[config.mk]
export PLATFORM = sky130hd
export DESIGN_NAME = pcx_rle_line_encoder
export DESIGN_NICKNAME = d
export VERILOG_FILES = /design/src/rtl/pcx_rle_pkg.sv /design/src/rtl/pcx_run_tracker.sv /design/src/rtl/pcx_cmd_fifo.sv /design/src/rtl/pcx_byte_emitter.sv /design/src/rtl/pcx_rle_line_encoder.sv
export SDC_FILE = /design/constraint.sdc
export NUM_CORES = 1
export LEC_CHECK = 0
export BUFFER_PORTS_ARGS = -buffer_cell sky130_fd_sc_hd__buf_2
export CAP_MARGIN = 20
export CORE_UTILIZATION = 57
export CTS_CLUSTER_SIZE = 24
export DETAILED_ROUTE_END_ITERATION = 10
export GPL_ROUTABILITY_DRIVEN = 1
export GPL_TIMING_DRIVEN = 0
export PLACE_DENSITY = 0.74
export SKIP_LAST_GASP = 1
export SYNTH_ARGS = -nofsm -noshare
export SYNTH_HDL_FRONTEND = slang
export SYNTH_SLANG_ARGS = --single-unit
[constraint.sdc]
create_clock -name clk_i -period 4.4 [get_ports clk_i]
set_input_delay 0.66 -clock clk_i [delete_from_list [all_inputs] [get_ports clk_i]]
set_output_delay 0.66 -clock clk_i [all_outputs]
set_load 0.03 [all_outputs]
[src/rtl/pcx_rle_pkg.sv]
// shared types, constants and the run encoding function of the pcx line encoder
// no dependencies
package pcx_rle_pkg;

  localparam int unsigned PixelW        = 8;
  localparam int unsigned RunLenW       = 6;
  localparam int unsigned MaxCmdBytes   = 4;
  localparam int unsigned CmdCntW       = 3;
  localparam int unsigned MaxRunDefault = 63;
  localparam int unsigned CmdDepthDef   = 4;

  localparam logic [PixelW-1:0] RunTag  = 8'hC0;
  localparam logic [PixelW-1:0] EscByte = 8'hC1;

  typedef struct packed {
    logic [PixelW-1:0] pixel;
    logic              line_end;
  } pix_item_t;

  typedef struct packed {
    logic [PixelW-1:0] code_byte;
    logic              last_of_item;
  } code_item_t;

  // bytes written for one input, oldest in slot 0
  typedef struct packed {
    logic [CmdCntW-1:0]                 cnt;
    logic [MaxCmdBytes-1:0][PixelW-1:0] bytes;
  } enc_cmd_t;

  typedef struct packed {
    logic [1:0]        cnt;
    logic [PixelW-1:0] b0;
    logic [PixelW-1:0] b1;
  } run_code_t;

  // code for one finished run (length is never zero here)
  function automatic run_code_t enc_run(input logic [PixelW-1:0]  v,
                                        input logic [RunLenW-1:0] n);
    run_code_t r;
    r.b1 = v;
    if (n > RunLenW'(1)) begin
      r.cnt = 2'd2;
      r.b0  = RunTag | {2'b00, n};
    end else if (v[7:6] == 2'b11) begin
      r.cnt = 2'd2;
      r.b0  = EscByte;
    end else begin
      r.cnt = 2'd1;
      r.b0  = v;
    end
    return r;
  endfunction

endpackage

[src/rtl/pcx_run_tracker.sv]
// front part: holds the current run and turns each pixel that yields code bytes into a byte command
// depends on pcx_rle_pkg
module pcx_run_tracker #(
  parameter int unsigned MAX_RUN = pcx_rle_pkg::MaxRunDefault
) (
  input  logic                  clk_i,
  input  logic                  rst_ni,
  input  logic                  accept_i,
  input  pcx_rle_pkg::pix_item_t item_i,
  output logic                  cmd_push_o,
  output pcx_rle_pkg::enc_cmd_t cmd_o
);
  import pcx_rle_pkg::*;

  localparam logic [RunLenW-1:0] MaxRunL = RunLenW'(MAX_RUN);

  logic [PixelW-1:0]  run_value_q, run_value_d;
  logic [RunLenW-1:0] run_length_q, run_length_d;
  logic [PixelW-1:0]  new_value;
  logic [RunLenW-1:0] new_length;
  logic               flush_old;
  run_code_t          code_old, code_new;
  logic [1:0]         cnt_old;

  always_comb begin
    flush_old = (run_length_q != '0) &&
                ((item_i.pixel != run_value_q) || (run_length_q >= MaxRunL));
    if ((run_length_q == '0) || flush_old) begin
      new_value  = item_i.pixel;
      new_length = RunLenW'(1);
    end else begin
      new_value  = run_value_q;
      new_length = run_length_q + RunLenW'(1);
    end
    code_old = enc_run(run_value_q, run_length_q);
    code_new = enc_run(new_value, new_length);
    cnt_old  = flush_old ? code_old.cnt : 2'd0;

    cmd_o.bytes = '0;
    if (flush_old) begin
      cmd_o.bytes[0] = code_old.b0;
      cmd_o.bytes[1] = code_old.b1;
    end
    if (item_i.line_end) begin
      case (cnt_old)
        2'd0: begin
          cmd_o.bytes[0] = code_new.b0;
          cmd_o.bytes[1] = code_new.b1;
        end
        2'd1: begin
          cmd_o.bytes[1] = code_new.b0;
          cmd_o.bytes[2] = code_new.b1;
        end
        default: begin
          cmd_o.bytes[2] = code_new.b0;
          cmd_o.bytes[3] = code_new.b1;
        end
      endcase
    end
    cmd_o.cnt = CmdCntW'(cnt_old) +
                (item_i.line_end ? CmdCntW'(code_new.cnt) : CmdCntW'(0));
    cmd_push_o = accept_i && (cmd_o.cnt != '0);

    run_value_d  = run_value_q;
    run_length_d = run_length_q;
    if (accept_i) begin
      run_value_d  = new_value;
      run_length_d = item_i.line_end ? '0 : new_length;
    end
  end

  always_ff @(posedge clk_i or negedge rst_ni) begin
    if (!rst_ni) begin
      run_value_q  <= '0;
      run_length_q <= '0;
    end else begin
      run_value_q  <= run_value_d;
      run_length_q <= run_length_d;
    end
  end

`ifndef SYNTH
  a_len_bound: assert property (@(posedge clk_i) disable iff (!rst_ni)
    run_length_q <= MaxRunL) else $error("run length above maximum");
  a_eol_clears: assert property (@(posedge clk_i) disable iff (!rst_ni)
    accept_i && item_i.line_end |=> run_length_q == '0)
    else $error("run held across line end");
  a_run_held: assert property (@(posedge clk_i) disable iff (!rst_ni)
    accept_i && !item_i.line_end |=> run_length_q != '0)
    else $error("pixel lost without line end");
`endif

endmodule

[src/rtl/pcx_cmd_fifo.sv]
// short command queue between the run tracker and the byte emitter
// depends on pcx_rle_pkg
module pcx_cmd_fifo #(
  parameter int unsigned DEPTH = pcx_rle_pkg::CmdDepthDef
) (
  input  logic                  clk_i,
  input  logic                  rst_ni,
  input  logic                  wr_i,
  input  pcx_rle_pkg::enc_cmd_t wr_data_i,
  input  logic                  rd_i,
  output pcx_rle_pkg::enc_cmd_t rd_data_o,
  output logic                  full_o,
  output logic                  empty_o
);
  import pcx_rle_pkg::*;

  localparam int unsigned PtrW = (DEPTH > 1) ? $clog2(DEPTH) : 1;
  localparam int unsigned CntW = $clog2(DEPTH + 1);
  localparam logic [PtrW-1:0] LastPtr = PtrW'(DEPTH - 1);
  localparam logic [CntW-1:0] DepthC  = CntW'(DEPTH);

  enc_cmd_t           mem_q [DEPTH];
  logic [PtrW-1:0]    wr_ptr_q, wr_ptr_d, rd_ptr_q, rd_ptr_d;
  logic [CntW-1:0]    count_q, count_d;
  logic               do_wr, do_rd;

  assign full_o    = (count_q == DepthC);
  assign empty_o   = (count_q == '0);
  assign rd_data_o = mem_q[rd_ptr_q];
  assign do_wr     = wr_i && !full_o;
  assign do_rd     = rd_i && !empty_o;

  always_comb begin
    wr_ptr_d = wr_ptr_q;
    rd_ptr_d = rd_ptr_q;
    count_d  = count_q;
    if (do_wr) wr_ptr_d = (wr_ptr_q == LastPtr) ? '0 : wr_ptr_q + PtrW'(1);
    if (do_rd) rd_ptr_d = (rd_ptr_q == LastPtr) ? '0 : rd_ptr_q + PtrW'(1);
    if (do_wr && !do_rd) count_d = count_q + CntW'(1);
    else if (do_rd && !do_wr) count_d = count_q - CntW'(1);
  end

  always_ff @(posedge clk_i or negedge rst_ni) begin
    if (!rst_ni) begin
      wr_ptr_q <= '0;
      rd_ptr_q <= '0;
      count_q  <= '0;
    end else begin
      wr_ptr_q <= wr_ptr_d;
      rd_ptr_q <= rd_ptr_d;
      count_q  <= count_d;
    end
  end

  always_ff @(posedge clk_i) begin
    if (do_wr) mem_q[wr_ptr_q] <= wr_data_i;
  end

`ifndef SYNTH
  a_cnt_bound: assert property (@(posedge clk_i) disable iff (!rst_ni)
    count_q <= DepthC) else $error("command count above depth");
  a_no_overrun: assert property (@(posedge clk_i) disable iff (!rst_ni)
    !(wr_i && full_o)) else $error("command written into full queue");
  a_rd_count: assert property (@(posedge clk_i) disable iff (!rst_ni)
    do_rd && !do_wr |=> count_q == $past(count_q) - CntW'(1))
    else $error("command count wrong after read");
`endif

endmodule

[src/rtl/pcx_byte_emitter.sv]
// back part: walks the head command one byte a cycle into the result register while it is free or popped
// depends on pcx_rle_pkg
module pcx_byte_emitter (
  input  logic                    clk_i,
  input  logic                    rst_ni,
  input  logic                    head_valid_i,
  input  pcx_rle_pkg::enc_cmd_t   head_i,
  output logic                    head_pop_o,
  output logic                    empty,
  input  logic                    pop,
  output pcx_rle_pkg::code_item_t result_o
);
  import pcx_rle_pkg::*;

  logic       out_valid_q, out_valid_d;
  code_item_t out_q, out_d;
  logic [1:0] idx_q, idx_d;
  logic       load, last_byte;

  assign empty    = !out_valid_q;
  assign result_o = out_q;

  always_comb begin
    load       = head_valid_i && (!out_valid_q || pop);
    last_byte  = ({1'b0, idx_q} == (head_i.cnt - CmdCntW'(1)));
    head_pop_o = load && last_byte;
    out_d.code_byte    = head_i.bytes[idx_q];
    out_d.last_of_item = last_byte;
    idx_d       = idx_q;
    out_valid_d = out_valid_q;
    if (load) begin
      idx_d       = last_byte ? 2'd0 : idx_q + 2'd1;
      out_valid_d = 1'b1;
    end else if (pop) begin
      out_valid_d = 1'b0;
    end
  end

  always_ff @(posedge clk_i or negedge rst_ni) begin
    if (!rst_ni) begin
      out_valid_q <= 1'b0;
      idx_q       <= 2'd0;
    end else begin
      out_valid_q <= out_valid_d;
      idx_q       <= idx_d;
    end
  end

  always_ff @(posedge clk_i) begin
    if (load) out_q <= out_d;
  end

`ifndef SYNTH
  a_idx_in_cmd: assert property (@(posedge clk_i) disable iff (!rst_ni)
    head_valid_i |-> {1'b0, idx_q} < head_i.cnt) else $error("byte index past command");
  a_cmd_cnt: assert property (@(posedge clk_i) disable iff (!rst_ni)
    head_valid_i |-> head_i.cnt != '0 && head_i.cnt <= CmdCntW'(MaxCmdBytes))
    else $error("command byte count out of range");
  a_idx_idle: assert property (@(posedge clk_i) disable iff (!rst_ni)
    !head_valid_i |-> idx_q == 2'd0) else $error("byte index left over");
`endif

endmodule

[src/rtl/pcx_rle_line_encoder.sv]
// top level of the pcx run-length line encoder
// depends on pcx_rle_pkg, pcx_run_tracker, pcx_cmd_fifo, pcx_byte_emitter
//
// usage
//   input channel: one pixel request per cycle while full is low, item_i carries the
//   pixel and a line end flag; taken at a rising edge with push high and full low
//   result channel: queue style, the oldest code byte sits on result_o while
//   empty is low and is taken at a rising edge with pop high
//   each request gives zero to four code bytes; last_of_item marks the final
//   byte of a request, a request that only extends or starts a run gives none
//   throughput: one request per cycle while full is low, limited by the byte
//   emitter, which moves one code byte per cycle while the receiver pops; bursts
//   of up to four bytes are absorbed by the command queue of CMD_DEPTH entries
//   path: the first byte of a request is written into the command queue at the
//   taking edge, then into the result register once it is free or popped
//   reset: asynchronous active low, clears the held run and the queue, empties
//   the result register; no clearing pass, the block is ready right after reset
//   receiver stall: a waiting byte holds on result_o, the emitter stops, the
//   queue fills and full rises, backpressuring the pixel source
module pcx_rle_line_encoder #(
  parameter int unsigned MAX_RUN   = pcx_rle_pkg::MaxRunDefault,
  parameter int unsigned CMD_DEPTH = pcx_rle_pkg::CmdDepthDef
) (
  input  logic                    clk_i,
  input  logic                    rst_ni,
  input  logic                    push,
  output logic                    full,
  input  pcx_rle_pkg::pix_item_t  item_i,
  output logic                    empty,
  input  logic                    pop,
  output pcx_rle_pkg::code_item_t result_o
);
  import pcx_rle_pkg::*;

  // request taken when the command queue has room, even for a byteless pixel
  logic     accept;
  logic     cmd_push;
  enc_cmd_t cmd_wr, cmd_head;
  logic     cmd_empty, cmd_pop;

  assign accept = push && !full;

  // front: run state and byte command forming
  pcx_run_tracker #(
    .MAX_RUN (MAX_RUN)
  ) u_tracker (
    .clk_i      (clk_i),
    .rst_ni     (rst_ni),
    .accept_i   (accept),
    .item_i     (item_i),
    .cmd_push_o (cmd_push),
    .cmd_o      (cmd_wr)
  );

  // decoupling queue
  pcx_cmd_fifo #(
    .DEPTH (CMD_DEPTH)
  ) u_fifo (
    .clk_i     (clk_i),
    .rst_ni    (rst_ni),
    .wr_i      (cmd_push),
    .wr_data_i (cmd_wr),
    .rd_i      (cmd_pop),
    .rd_data_o (cmd_head),
    .full_o    (full),
    .empty_o   (cmd_empty)
  );

  // back: byte serializer with its result register
  pcx_byte_emitter u_emitter (
    .clk_i        (clk_i),
    .rst_ni       (rst_ni),
    .head_valid_i (!cmd_empty),
    .head_i       (cmd_head),
    .head_pop_o   (cmd_pop),
    .empty        (empty),
    .pop          (pop),
    .result_o     (result_o)
  );

endmodule
# ---- Yosys cells after proc, flatten, opt, wreduce, memory -nomap -nowiden
# Memories as Yosys holds them, arrays and structs flattened.
# Cells that the tools add are included.
dict set report totals {
  n_memories 1
  ff_bits 33
  word_cells 81
  output_inout_bits 11
  mem_bits_rw 140
  input_bits 13
}
# memory depth width rd rd_ports_with_merged_regs wr line
set memory_table {}
lappend memory_table {u_fifo.mem_q 4 35 1 0 1 pcx_cmd_fifo.sv:22} ;# enc_cmd_t mem_q [DEPTH];
dict set report classes {
  mux 26
  n_reduce_logical 25
  addsub 8
  n_lt_le_gt_ge 4
  eq_ne 8
}
# operator count
set ops {}
lappend ops {{$mux W10} 4}
lappend ops {{$mux W32} 1}
lappend ops {{$mux W8} 4}
lappend ops {{$pmux W8 S2} 2}
lappend ops {{$bmux W8 S2} 1}
lappend ops {{$mux W16} 1}
lappend ops {{$gt A6 B1 Y1 const B} 2}
lappend ops {{$mux W6} 2}
lappend ops {{$mux W2} 5}
lappend ops {{$logic_and A1 B1 Y1} 9}
lappend ops {{$eq A2 B2 Y1 const B} 4}
lappend ops {{$ne A8 B8 Y1} 1}
lappend ops {{$add A2 B1 Y2 const B} 3}
lappend ops {{$add A6 B1 Y6 const B} 1}
lappend ops {{$ge A6 B6 Y1 const B} 1}
lappend ops {{$logic_not A6 Y1} 1}
lappend ops {{$mux W3} 2}
lappend ops {{$reduce_bool A6 Y1} 1}
lappend ops {{$sub A3 B1 Y3 const B} 2}
lappend ops {{$logic_not A1 Y1} 5}
lappend ops {{$mux W1} 4}
lappend ops {{$reduce_bool A2 Y1} 2}
lappend ops {{$add A2 B3 Y3} 1}
lappend ops {{$add A3 B1 Y3 const B} 1}
lappend ops {{other kinds (9)} 11}

# ---- Longest topological paths before layout
# Gate-level depths: netlist of the first run.
dict set report depth {
  ltp_word 17
  mapped_depth 18
  depth_no_buf 17
}

# ---- By module
# Synthesis of the first run repeated with hierarchy kept, for this count alone.
dict set report hier_totals {
  cells_unflattened 439
  area_unflattened_um2 7692.4
}
# mod seq_area_each_um2 instances area_each_um2 cells_per_inst
set modules_own_cells {}
lappend modules_own_cells {pcx_cmd_fifo 4379.2 1 5500.3 220}
lappend modules_own_cells {pcx_run_tracker 350.3 1 1507.7 174}
lappend modules_own_cells {pcx_byte_emitter 345.3 1 666.9 43}
lappend modules_own_cells {pcx_rle_line_encoder 0.0 1 17.5 2}

# ---- Worst setup path after synthesis of the first run
# Ideal clock, no wire load.
dict set report synth_path {
  kind {input port to flip-flop}
  startpoint {input port item_i[7] in the netlist's numbering}
  endpoint {memory u_fifo.mem_q[0][0] in the netlist's numbering, enable pin}
  cell_stages 12
  path_slack_ns 0.382
  path_buffers 1
  setup_time_ns 0.395
  arrival_ns 3.623
  path_cell_list {buf_6 -> xor2_1 -> nor4_4 -> and3_1 -> o211a_4 -> nor2_1 -> ha_1 -> inv_1 -> fa_1 -> inv_1 -> o31a_1 -> and2_1}
}
# item line
set synth_rtl {}
lappend synth_rtl {{start, declared} pcx_rle_line_encoder.sv:28} ;# input pcx_rle_pkg::pix_item_t item_i,
lappend synth_rtl {{end, declared} pcx_cmd_fifo.sv:22}

==> flow_summary.ini, run 1 <==
[setup_path]
critPathCaptureType = flop
path_class = flop to flop
crit_chain = ha_1, and4_4, a211oi_2, nand3_1, nand2_1, buf_2, nor2_1, ha_1, inv_1, fa_1, inv_1, o31a_1, ha_1, inv_1, fa_1, xor2_1, nor2_1, xor2_1
rr_startpoint = u_tracker.run_length_q[0]$_DFFE_PN0P_
cpPeakStageDelay_ns = 0.47
r2r_slack_ns = 0.35
cp_num_buf_inv = 4
crit_family = adder cells
cp-start-kind = flop
critPathRequiredTime_ns = 4.76
cp_max_fo = 10
r2r-end = u_fifo.count_q[2]$_DFFE_PN0P_
reg2reg_depth = 18
arrival_ns = 4.40
cpMaxStageDelayCell = dfrtp_1

[status]
status = complete, no violations

[die]
coreArea_mm2 = 0.0128
ios = 24
initial_core_util_pct = 59.2
dieArea_mm2 = 0.0138
fp.dieH_um = 117
die_w_um = 117
rows = 41

[clocking]
ctsLongestPathBuffers = 2
clock_latency_ns = 0.43
clkTransAtPathRegs_ns = 0.06
cts_buffers = 17
post_cts_resized = 0
htree_num_levels = 4
cts_tree = built
cts_sinks = 173
cts_hold_buf = 0
root_buffer = clkbuf_16

[synth]
yosysWarnings = 0
synth_fa_ha_area_share_pct = 2.50
synth.most_common_cell = edfxtp_1
ys.flop_type = edfxtp_1
ys_seq_area_share_pct = 66.8
syn_avg_cell_area_um2 = 16.6
syn-num-nets = 485
synth_top_area_cell = edfxtp_1
synth.distinct_cells = 56
synth_top_family_by_area = multiplexers
async_flop_share_pct = 13.9
synthTopCellsByArea = edfxtp_1, mux4_2, dfrtp_1, ha_1, xor2_1
yosys_register_bits = 173
synth-edff-count = 149
synth_common_cells = edfxtp_1, mux4_2, nand2_1
synth_top_area_share_pct = 58.9
synth-xor-area-share_pct = 2.07
yosys.area_share.simple_pct = 6.97
synthMuxAreaShare_pct = 13.5
synth_area_mm2 = 0.00760
synth_compound_area_share_pct = 5.86
synth_cells = 458

[global_routing]
antenna_found_initial = 0
first_global_vias = 4347
groute.usage.overall_pct = 25.1
grt_max_degree = 32
grt_pass1_wl_mm = 25.1
grt_overflow = 0

[hold_path]
hold_path_class = input pin to async pin

[finish]
instances_no_fill = 689
fin_area_mm2 = 0.00852
antenna-diode-count = 0
syn2layout_area_growth_pct = 12.1
nets = 531
drive_gt1_share_pct = 23.8

[detailed_routing]
via_count = 4218
drc = 0
final_antenna_net_count = 0
wl_per_cell_um = 22.9
dr.pass1.iters = 5
dr.first_iter.drc_count = 411
drt-total-wl_mm = 15.8
viasPerCell = 6.12

[placed_design]
port_buffers = 21
gp_congestion = 0.927
place_area_mm2 = 0.00801
hpwlAfterDp_mm = 10.1
placed_cells = 655

[sta]
finalClockSkew_ns = 0.0126
rsz0062_at_grt = no
relSlewSlack_pct = 37.6
fin_crit_ns = 4.05
worstMarginPinSlew_ns = 0.936
setup_viol = 0
finalHoldViolations = 0
max_freq_ghz = 0.247
slew_viol_final = 0
fin_crit_sh_pct = 92.0

[power]
power_mw = 5.63
ir_drop_mv = 0.422
p_per_area_mw_per_mm2 = 661
leakagePower_nw = 3.04

[flow_run]
drv_cap = 0
-- power by group --
part	internal (mW)	leakage [nW]	switching, mW
Clock	0.710	0.231	0.576
Combinational	0.818	1.12	1.11
Sequential	2.27	1.69	0.147
-- worst max path at each step --
| stage | endpoint | cells after the start | startpoint | slack (ns) |
|---|---|---|---|---|
| 2_1_floorplan | u_fifo.mem_q[0][0]$_DFFE_PP_ | 12 | item_i[7] | 0.38 |
| 3_3_place_gp | u_fifo.mem_q[0][20]$_DFFE_PP_ | 12 | item_i[4] | -0.56 |
| 3_5_place_dp | u_fifo.count_q[2]$_DFFE_PN0P_ | 18 | item_i[4] | 0.16 |
| 4_1_cts | u_fifo.count_q[2]$_DFFE_PN0P_ | 18 | u_tracker.run_length_q[0]$_DFFE_PN0P_ | 0.23 |
| 5_1_grt | u_fifo.count_q[2]$_DFFE_PN0P_ | 18 | u_tracker.run_length_q[0]$_DFFE_PN0P_ | 0.01 |
| 6_report | u_fifo.count_q[2]$_DFFE_PN0P_ | 18 | u_tracker.run_length_q[0]$_DFFE_PN0P_ | 0.35 |
-- layer usage --
metal	vias to the layer above	share of wire, %	GRT usage [%]
met5	-	0	0
met4	0	1.8	9.94
met3	25	6.6	4.84
met2	181	49	38.6
met1	2128	43	35.7
li1	1884	-	-
-- stage by stage --
stage / hold WS, ns / utilization [%] / setup slack, ns / TNS (ns)
detailed placement: 0.483 / 62.4 / 0.164 / 0
global placement: 0.479 / 61.7 / -0.564 / -77.03
CTS: 0.250 / 66.3 / 0.232 / 0
floorplan: 0.364 / - / 0.382 / 0
finish: 0.245 / 66.4 / 0.352 / 0
global route: 0.287 / 66.4 / 0.0107 / 0
-- layout make-up --
class                           instances  area (um^2)
Multi-Input combinational cell        245         2360
Clock buffer                           23          448
Fill cell                             882         4310
Inverter                               18         67.6
Timing Repair Buffer                   27          200
Tap cell                              172          215
Clock inverter                          9         47.5
Sequential cell                       173         5070
Buffer                                 22          106
-- cell usage in the layout (no fill, tap or decap), types with 2 or more instances in the layout --
| cell type | netlist | layout |
|---|---|---|
| nor2_1 | 26 | 26 |
| nand2_1 | 32 | 32 |
| nor2b_1 | 3 | 3 |
| clkinv_2 | 0 | 2 |
| mux2_1 | 2 | 2 |
| clkinv_1 | 0 | 4 |
| fa_1 | 2 | 2 |
| xnor2_1 | 4 | 4 |
| nor3b_1 | 2 | 2 |
| a21oi_2 | 2 | 3 |
| xor2_1 | 14 | 14 |
| o22ai_1 | 3 | 3 |
| a221o_1 | 3 | 3 |
| o21ai_0 | 11 | 11 |
| a32o_1 | 6 | 6 |
| o21ai_1 | 5 | 5 |
| or3_1 | 2 | 2 |
| clkbuf_1 | 10 | 16 |
| a32oi_1 | 3 | 3 |
| a31oi_1 | 2 | 2 |
| mux4_2 | 43 | 43 |
| buf_2 | 10 | 31 |
| nand3_1 | 8 | 8 |
| and3_1 | 3 | 3 |
| nor3_1 | 6 | 6 |
| clkbuf_16 | 0 | 17 |
| inv_1 | 18 | 18 |
| buf_4 | 1 | 3 |
| dfrtp_1 | 24 | 24 |
| ha_1 | 12 | 12 |
| and2_2 | 0 | 4 |
| edfxtp_1 | 149 | 149 |
| o31a_1 | 2 | 2 |
| buf_12 | 0 | 4 |
| a21o_1 | 2 | 2 |
| clkinvlp_4 | 0 | 3 |
| a21oi_1 | 9 | 8 |
| and2_1 | 15 | 11 |
-- cells by family after synthesis --
family	Yosys count
AOI/OAI and AO/OA	60
xor gates and xnor gates	18
adders and majority gates	14
buffers and inverters	40
DFF	173
muxes	48
and+or+nand+nor	105
-- registers in the layout, indices dropped and copies added, names as in the netlist --
signal	count
u_emitter.idx_q	2
u_fifo.count_q	3
u_fifo.mem_q	140
u_fifo.wr_ptr_q	2
u_emitter.out_valid_q	1
u_emitter.result_o	9
u_tracker.run_value_q	8
u_tracker.run_length_q	6
u_fifo.rd_ptr_q	2
-- repair_timing --
item | CTS | global route
setup buffers | 0 | 2
setup endpoints to repair | 0 | 2
hold endpoints to repair | 0 | 0
(Power assumes the default switching activity.)
==> run 2: changes to the inputs <==
CORE_MARGIN = 4   (was default)
GPL_TIMING_DRIVEN = default   (was 0)
==> flow_summary.ini, run 2 (synthesis gave the netlist of run 1 again) <==
[status]
status = complete, no violations

[power]
p_per_area_mw_per_mm2 = 675
netSwitchingFraction_pct = 30.5
switchingPower_mw = 1.77
power_frac_comb_pct = 30.8
p_int_mw = 4.03
power_frac_seq_pct = 42.8
ir_drop_mv = 0.402
leakagePower_nw = 3.09
pwr-share-clk_pct = 26.4

[detailed_routing]
wl_per_cell_um = 21.6
via_count = 4154
drc = 0
final_antenna_net_count = 0
viasPerCell = 6.14
drt-total-wl_mm = 14.6
dr.first_iter.drc_count = 348
dr.pass1.iters = 5

[finish]
regMostFlops = u_fifo.mem_q
nets = 518
antenna-diode-count = 0
final_common_cell = edfxtp_1
instances_no_fill = 676
layout_common_cells = edfxtp_1, mux4_2, nand2_1
drive_gt1_share_pct = 25.0
largest_reg_flops = 140
syn2layout_area_growth_pct = 13.1

[sta]
fin_crit_ns = 4.02
fin_crit_sh_pct = 91.3
max_freq_ghz = 0.249
tns_ns = 0
finalHoldViolations = 0
slew_viol_final = 0
finalClockSkew_ns = 0.00676
worstMarginPinSlew_ns = 0.880
rsz0062_at_grt = no
setup_viol = 0
relSlewSlack_pct = 41.3

[global_routing]
grt_overflow = 0
groute.usage.overall_pct = 21.5
grt_max_degree = 36
first_global_vias = 4235
grt_pass1_wl_mm = 23.7
antenna_found_initial = 0

[setup_path]
cp_max_fo = 8
arrival_ns = 4.32
path_class = flop to flop
critPathRequiredTime_ns = 4.71
r2r_slack_ns = 0.38
critPathCaptureType = flop
cp-start-kind = flop

[placed_design]
hpwlAfterDp_mm = 9.06
gp_congestion = 0.936
port_buffers = 23
placed_cells = 642

[clocking]
clock_latency_ns = 0.42
cts_tree = built
cts_sinks = 173
cts_buffers = 17
clkTransAtPathRegs_ns = 0.06
htree_num_levels = 4
ctsLongestPathBuffers = 2
root_buffer = clkbuf_16

[die]
ios = 24
rows = 41
die_w_um = 123
initial_core_util_pct = 59.2
coreArea_mm2 = 0.0128
dieArea_mm2 = 0.0152
fp.dieH_um = 123

[hold_path]
hold_path_class = input pin to async pin

[flow_run]
drv_cap = 0
run 2: cell count changes in the layout (fill, tap and decap cells not counted), sizes merged:
cell / delta
bufinv: +3
inv: +1
clkbuf: -11
buf: -3
clkinv: -1
clkinvlp: -2
run 2: final timing paths:
path	startpoint	to	cells past startpoint
worst min-delay path	rst_ni	u_fifo.count_q[1]$_DFFE_PN0P_	1
min in group clk_i	pop	u_emitter.out_valid_q$_DFFE_PN0P_	2
worst max-delay path	u_tracker.run_length_q[0]$_DFFE_PN0P_	u_fifo.count_q[1]$_DFFE_PN0P_	15
max in group asynchronous	rst_ni	u_fifo.rd_ptr_q[0]$_DFFE_PN0P_	1
worst max register to register	u_tracker.run_length_q[0]$_DFFE_PN0P_	u_fifo.count_q[1]$_DFFE_PN0P_	15
worst min register to register	u_fifo.count_q[2]$_DFFE_PN0P_	u_fifo.count_q[2]$_DFFE_PN0P_	1
run 2: area by class of cell:
class / count / area, um^2
flip-flops and latches: 173 / 5080
clock inverters: 10 / 135
well taps: 172 / 215
multi-input cells: 245 / 2350
fillers: 907 / 4230
repair buffers: 36 / 263
clock buffers: 22 / 484
inverters: 18 / 67.6
run 2: worst max-delay path, cell delays in order (launching register included):
cell and delay, ns:
dfrtp_1 0.50, ha_1 0.34, a21boi_1 0.20, a21oi_1 0.09, o41a_1 0.37, o211a_4 0.28
nor2_1 0.11, ha_1 0.15, inv_1 0.05, fa_1 0.47, inv_1 0.07, o31a_1 0.31
ha_1 0.23, inv_1 0.07, fa_1 0.40, mux2_2 0.26
run 2: layer usage:
| metal | up-vias | wire length, um | track usage, % | share of wire [%] |
|---|---|---|---|---|
| met5 | - | 0 | 0 | 0 |
| met4 | 0 | 364 | 8.44 | 2.5 |
| met3 | 25 | 823 | 4.39 | 5.6 |
| met2 | 138 | 6960 | 32.7 | 48 |
| met1 | 2135 | 6470 | 31.0 | 44 |
| li1 | 1856 | - | - | - |
run 2: stage by stage:
step,utilization (%),cell area [um^2],setup WS (ns),total power [mW],hold slack (ns)
2_1_floorplan,-,7600,0.382,3.79,0.364
3_3_place_gp,62.0,7960,0.352,4.23,0.475
3_5_place_dp,62.0,7960,0.252,4.30,0.492
4_1_cts,66.9,8580,0.249,5.84,0.242
5_1_grt,67.0,8590,0.100,6.11,0.262
6_report,67.0,8590,0.384,5.80,0.238
run 2: power by group through the flow:
stage	clock, mW	combinational [mW]	sequential [mW]
6_report	1.53	1.78	2.48
5_1_grt	1.65	1.95	2.52
3_5_place_dp	0	1.78	2.52
4_1_cts	1.56	1.80	2.49
2_1_floorplan	0	1.29	2.50
3_3_place_gp	0	1.74	2.49
run 2: repair_timing:
action	CTS	global route
endpoints found under the setup margin	0	1
resized for setup	0	1
setup buffers	0	2
hold buffers	0	0
